===== config.mk =====
export PLATFORM = sky130hd
export DESIGN_NAME = ftc_core
export DESIGN_NICKNAME = d
export VERILOG_FILES = /design/src/ftc_pkg.sv /design/src/ftc_core.sv
export SDC_FILE = /design/constraint.sdc
export NUM_CORES = 1
export LEC_CHECK = 0
export BUFFER_PORTS_ARGS = -buffer_cell sky130_fd_sc_hd__buf_2
export CAP_MARGIN = 20
export CORE_ASPECT_RATIO = 1.2
export CORE_MARGIN = 2
export CORE_UTILIZATION = 30
export CTS_CLUSTER_DIAMETER = 60
export CTS_CLUSTER_SIZE = 28
export DETAILED_ROUTE_END_ITERATION = 10
export PLACE_DENSITY = 0.54
export SLEW_MARGIN = 30
export SYNTH_ARGS = -nofsm -noshare
export SYNTH_HDL_FRONTEND = slang
export SYNTH_SLANG_ARGS = --single-unit

===== constraint.sdc =====
create_clock -name clock -period 6.52 [get_ports clock]
set_clock_uncertainty 0.1 [all_clocks]
set_input_delay 0.326 -clock clock [delete_from_list [all_inputs] [get_ports clock]]
set_output_delay 0.326 -clock clock [all_outputs]
set_load 0.01 [all_outputs]

===== src/ftc_pkg.sv =====
// Shared types, constants and the byte-wide CRC-32 update for the tag checker.
// No dependencies.
package ftc_pkg;

   localparam logic [7:0]  TAG_RESET     = 8'h33;
   localparam logic [31:0] CRC_POLY      = 32'hEDB88320;
   localparam int          TRAILER_BYTES = 4;
   localparam logic [2:0]  FULL_POS      = 3'(TRAILER_BYTES + 1);

   typedef enum logic [1:0] {
      VERDICT_CLAIMED   = 2'd0,
      VERDICT_BROKEN    = 2'd1,
      VERDICT_UNCLAIMED = 2'd2
   } verdict_type;

   typedef struct packed {
      logic        payload_valid;
      logic [7:0]  payload_byte;
      logic        verdict_valid;
      verdict_type verdict;
   } result_type;

   // Reflected CRC-32 over one byte, LSB first
   function automatic logic [31:0] crc_byte(input logic [31:0] crc, input logic [7:0] b);
      logic [31:0] c;
      c = crc ^ {24'h0, b};
      for (int i = 0; i < 8; i++) begin
         if (c[0]) c = (c >> 1) ^ CRC_POLY;
         else      c = c >> 1;
      end
      return c;
   endfunction

endpackage


===== src/ftc_core.sv =====
// Frame state, delay line, CRC accumulation and verdict for one byte per transfer.
// Depends on ftc_pkg.
module ftc_core
   import ftc_pkg::*;
(
   input  logic       clock,
   input  logic       reset,
   input  logic       accept,
   input  logic [7:0] rx_byte,
   input  logic       last_byte,
   input  logic [7:0] magic,
   output result_type result
);

   logic [31:0] crc_ff,  crc_in,  crc_next;
   logic [31:0] tail_ff, tail_in, tail_next;
   logic [2:0]  pos_ff,  pos_in,  pos_next;
   logic        tag_ff,  tag_in,  tag_next;

   always_comb begin
      result    = '{payload_valid: 1'b0, payload_byte: 8'h00,
                    verdict_valid: 1'b0, verdict: VERDICT_CLAIMED};
      crc_next  = crc_ff;
      tail_next = tail_ff;
      tag_next  = tag_ff;
      if (pos_ff == 3'd0) begin
         crc_next  = '0;
         tail_next = '0;
         tag_next  = (rx_byte == magic);
      end else begin
         if (pos_ff >= FULL_POS && tag_ff) begin
            result.payload_valid = 1'b1;
            result.payload_byte  = tail_ff[7:0];
            crc_next             = crc_byte(crc_ff, tail_ff[7:0]);
         end
         tail_next = {rx_byte, tail_ff[31:8]};
      end
      pos_next = (pos_ff >= FULL_POS) ? FULL_POS : pos_ff + 3'd1;

      crc_in  = crc_next;
      tail_in = tail_next;
      tag_in  = tag_next;
      pos_in  = pos_next;
      if (last_byte) begin
         result.verdict_valid = 1'b1;
         if (pos_ff == 3'd0 || !tag_next)  result.verdict = VERDICT_UNCLAIMED;
         else if (pos_next < FULL_POS)     result.verdict = VERDICT_BROKEN;
         else if (crc_next == tail_next)   result.verdict = VERDICT_CLAIMED;
         else                              result.verdict = VERDICT_BROKEN;
         // drop frame state so the next transfer opens a new frame
         crc_in  = '0;
         tail_in = '0;
         tag_in  = 1'b0;
         pos_in  = '0;
      end
   end

   always_ff @(posedge clock) begin
      if (reset) begin
         crc_ff  <= '0;
         tail_ff <= '0;
         pos_ff  <= '0;
         tag_ff  <= 1'b0;
      end else if (accept) begin
         crc_ff  <= crc_in;
         tail_ff <= tail_in;
         pos_ff  <= pos_in;
         tag_ff  <= tag_in;
      end
   end

endmodule


**Yosys cells after proc, flatten, opt, wreduce, memory -nomap -nowiden**

Cells that the tools add are included.
Widths: inputs -> output; s select.

- Output and inout bits: 12
- Bits of input ports: 20
- Latch bits: 0
- Memories: 0
- RAM bits: 0
- Memory bits (read-only): 0
- Bits in registers: 68

- Equal/unequal tests: 2
- Divide/modulo/power cells: 0
- Magnitude comparators: 2
- Multiplexer cells: 37
- Multiply operators: 0
- Shift-type cells: 0
- Reduce and logical (&&, ||, !) cells: 4
- Add/subtract/negate cells: 1
- Bitwise logic cells: 9

Operator list:

| cell | count |
|---|---|
| $mux 32 | 27 |
| $not 13->14 | 8 |
| $eq 32x32->1 | 1 |
| $xor 32x8->32 | 1 |
| $mux 9 | 2 |
| $mux 3 | 3 |
| $eq 8x8->1 | 1 |
| $mux 1 | 4 |
| $add 3x1->3 const B | 1 |
| $ge 3x3->1 const B | 1 |
| $logic_not 3->1 | 1 |
| $lt 3x3->1 const B | 1 |
| $mux 2 | 1 |
| $logic_and 1x1->1 | 1 |
| $logic_not 1->1 | 1 |
| $logic_or 1x1->1 | 1 |

**Logic depth before layout (Yosys ltp)**

- Word-level depth: 38
- Gate-level depth with buffers: 11
- Mapped depth without buffers: 11

**Least setup slack after synthesis**

OpenSTA, ideal clock, no wires.

- Kind: flip-flop to output port
- Start point: reg crc_ff[3]
- End point: out result[0] (netlist bit)
- Setup slack: 3.436 ns
- Stages on the path, launching flop included: 9
- Path buffers: 0
- Data arrival time: 2.658 ns
- Data required time: 6.094 ns
- Path through: dfxtp_1 xnor2_1 xor3_1 xnor2_1 xnor2_1 a2111oi_0 nand4_1 a2111oi_2 a21oi_1

RTL lines:

| item | RTL line | RTL |
|---|---|---|
| start, declared | ftc_core.sv:15 | `logic [31:0] crc_ff, crc_in, crc_next;` |
| start signal, assigned | ftc_core.sv:65 | `crc_ff <= crc_in;` |
| end, declared | ftc_core.sv:12 | `output result_type result` |

==> impl_results.md <==
* Syn_nets at 528
* Largest net degree at the start of global routing at approximately 70
* Peak supply drop at a little under 100 uV
* Grt total ovfl at 0
* Synth Area in Simple Gates at 13.8%
* Post-CTS Resized at 0
* Port bufs at 31
* Vias at around 4000
* Post-Synth XOR/XNOR Area at about 30%
* Largest family of logic cells by synthesized area: XOR/XNOR gates
* Slew Viols, Final at 0
* Clock power frac at 49.8%
* Ant. Diodes at 0
* DRC Markers at 0
* CP Capture Type: primary output
* Final hold viol count at 0
* Min cycle time layout at approximately 4.5 ns
* Leading area contributor after synthesis: dfxtp_1
* TritonRoute pass-1 iters at 5
* Setup Total Neg Slack at 0 ns
* Cell leakage power at 1.97 nW
* Setup WS post-layout at about 2 ns
* Max-Cap Viols at 0
* Dpl cells at around 720
* Startpoint Class: flip-flop
* Unrepaired setup endpoints after global routing: false
* Synth Area in Compound Gates at around a fifth
* Worst Path Arrival at between 4 and 5 ns
* Crit path max-delay cell type: dfxtp_1
* CTS clk-pin slew, worst paths at approximately 0.06 ns
* Die height at 139 um
* Max Clk Rate at between 200 and 250 MHz
* Via density at 5.39
* Number of setup buffers added after CTS at 0
* Post-route ant nets at 0
* Post-Route WL at approximately 15000 um
* Placer's final routability congestion estimate at a little under 1
* Yosys reg bits at 68
* Mapped Cells at 505
* Share of synthesized registers carrying an async set or reset at 0%
* Die width at 117 um
* Worst-Skew Late Latency at 0.34 ns
* CP max stage delay at 0.46 ns
* CTS tree: built
* Final HPWL DP at between 10000 and 15000 um
* Clock buffer depth at 2
* Synth top area share at 29.8%
* Yosys cell types at 60
* Worst slew pin tran at 0.720 ns
* Comb power frac at between 6 and 7%
* Core region area at between 10000 and 15000 um2
* Reg2Reg Setup Slack at roughly 3.4 ns
* Layout area overhead at 15.1%
* Wire length of the first global-routing pass at around 24000 um
* Worst path required time at ~6.1 ns
* CTS root buf: clkbuf_16
* # hold bufs at CTS at 0
* Mux cell area share after synthesis at 2.03%
* Worst path cell trace: inv_1 -> ha_1 -> o311ai_4 -> buf_4 -> inv_1 -> buf_4 -> a221oi_1 -> a22o_1 -> mux2i_1 -> nor4_1 -> o211ai_1 -> a21oi_1 -> a21oi_1 -> buf_2
* Cell Rows at 49
* CTS sink count at slightly below 70
* GRT Resource Usage Total at around 19%
* Place WS at around 2.3 ns
* Switching part of the total at 24.2%
* Starting Density at between 30% and 40%
* PwrDens at around 180 nW/um2
* Outcome: finished clean
* Nets at between 500 and 600
* Final Cycle Share at between 60% and 70%
* Final setup violation count at 0
* Power share of the sequential group at approximately 44%
* Warnings from Yosys at 0
* P_int at 0.000724 W
* Post-Synthesis Cell Area at ~4600 um2
* DR iter-0 viols at ~260
* Vias in the first global route at 3966
* Share of cells above drive strength 1 at between 10% and 20%
* Hold Crit Class: input pin to flip-flop
* Synth area leaders: dfxtp_1 30%, xnor2_1 12%, a22oi_1 8.2%
* H-tree depth at 3
* Register area share after synthesis at 29.8%
* Die area at around 16000 um2
* CP Class: flip-flop to primary output
* CP max FO at 31
* CTS Buf Count at 9
* Mean Syn Cell Area at roughly 9 um2
* Post-Synth Adder-Cell Area at less than 1%
* Post-synth EDFFs at 0
* Antenna violations before repair at 0
* Ys flop type: dfxtp_1
* Net Sw Power at about 0.00023 W
* Slew margin rel. at about half
* Hold slack at about 0.17 ns
* I/O pin total at 32
* WL/cell at around 20 um
* Final Non-Filler Cells at about 740
-- cell usage in the layout (no fill, tap or decap), types with 4 or more instances in the layout --
cell type  netlist  layout
a22oi_1         50      50
xor3_1           4       4
nand2_1         17      17
nor2_1          77      77
and2_1           8       8
xnor2_2          5       5
dfxtp_1         68      68
nand4_1          4       4
a221oi_1         4       4
inv_1           18      18
nand2b_1         4       4
nor4_1           6       6
buf_2            0      31
buf_4            1      10
a21oi_1         21      21
nand3_1          5       5
mux2i_1          7       7
nor3_1          11      10
o21ai_0         10      10
xnor3_1         13      13
xor2_1          21      21
xnor2_1         62      62
clkbuf_16        0       9
-- worst paths after layout --
kind,to,startpoint,cells after the start
worst max-delay path,result[0],pos_ff[1],14
worst min-delay path,tail_ff[29],rx_byte[5],3
worst max register to register,crc_ff[20],pos_ff[0],8
worst min register to register,crc_ff[5],crc_ff[5],2
-- routing by layer --
layer / up-vias / routed length [um] / global-route usage, %
li1: 1835 / - / -
met1: 1950 / 6150 / 23.8
met2: 150 / 7190 / 31.2
met3: 39 / 782 / 3.93
met4: 0 / 818 / 11.2
met5: - / 0 / 0
-- power groups by stage --
stage	clock (W)	sequential, W	combinational, W
after global placement	0	0.000428	0.0000591
final	0.000476	0.000420	0.0000599
after floorplan	0	0.000427	0.0000353
after detailed placement	0	0.000428	0.0000596
after CTS	0.000484	0.000419	0.0000596
after global routing	0.000502	0.000419	0.0000645
-- worst max-delay path, delay by kind of cell, from the launching register on --
kind,cells,cell delay [ns]
flip-flops,1,0.46
AND/OR/NAND/NOR,1,0.41
buffers and inverters,5,1.26
adder cells (fa/ha/maj),1,0.26
multiplexers,1,0.08
AO/OA/AOI/OAI,6,1.25
-- logic make-up after synthesis --
| group | after synthesis |
|---|---|
| compound gates | 124 |
| xor+xnor | 112 |
| fa+ha+maj | 3 |
| buf+inv | 48 |
| flops | 68 |
| mux | 9 |
| simple gates | 141 |
-- metrics by stage --
step | power (W) | instance area [um2] | utilization [%]
after detailed placement | 0.000488 | 4960 | 33.2
after global routing | 0.000985 | 5250 | 35.1
after floorplan | 0.000463 | 4560 | -
after global placement | 0.000487 | 4960 | 33.2
after CTS | 0.000963 | 5250 | 35.1
final | 0.000955 | 5250 | 35.1
-- layout make-up --
class / instances / area [um2]
clock inverters: 3 / 20.0
repair buffers: 41 / 230
fillers: 1597 / 9710
clock buffers: 13 / 270
multi-input cells: 389 / 3040
flip-flops and latches: 68 / 1360
well taps: 204 / 255
inverters: 19 / 71.3
-- cells in the mapped netlist, drive strengths merged, types with 3 or more instances --
master,number
dfxtp,68
nand4,4
xnor2,70
nand2b,4
o211ai,3
xor2,24
nand3,5
o21ai,13
nor4,6
a22oi,50
clkbuf,27
a21oi,21
a2111oi,4
nor2,77
nand2,17
xor3,5
o22ai,3
and2,8
nor3,11
inv,18
xnor3,13
ha,3
o2bb2ai,3
mux2i,7
a211oi,3
a221oi,4
-- flip-flops by register name (all words and copies together) (netlist names) --
name / flops
tail_ff: 32
crc_ff: 32
tag_ff: 1
pos_ff: 3
Note: power is estimated with default switching activity, not from simulation.
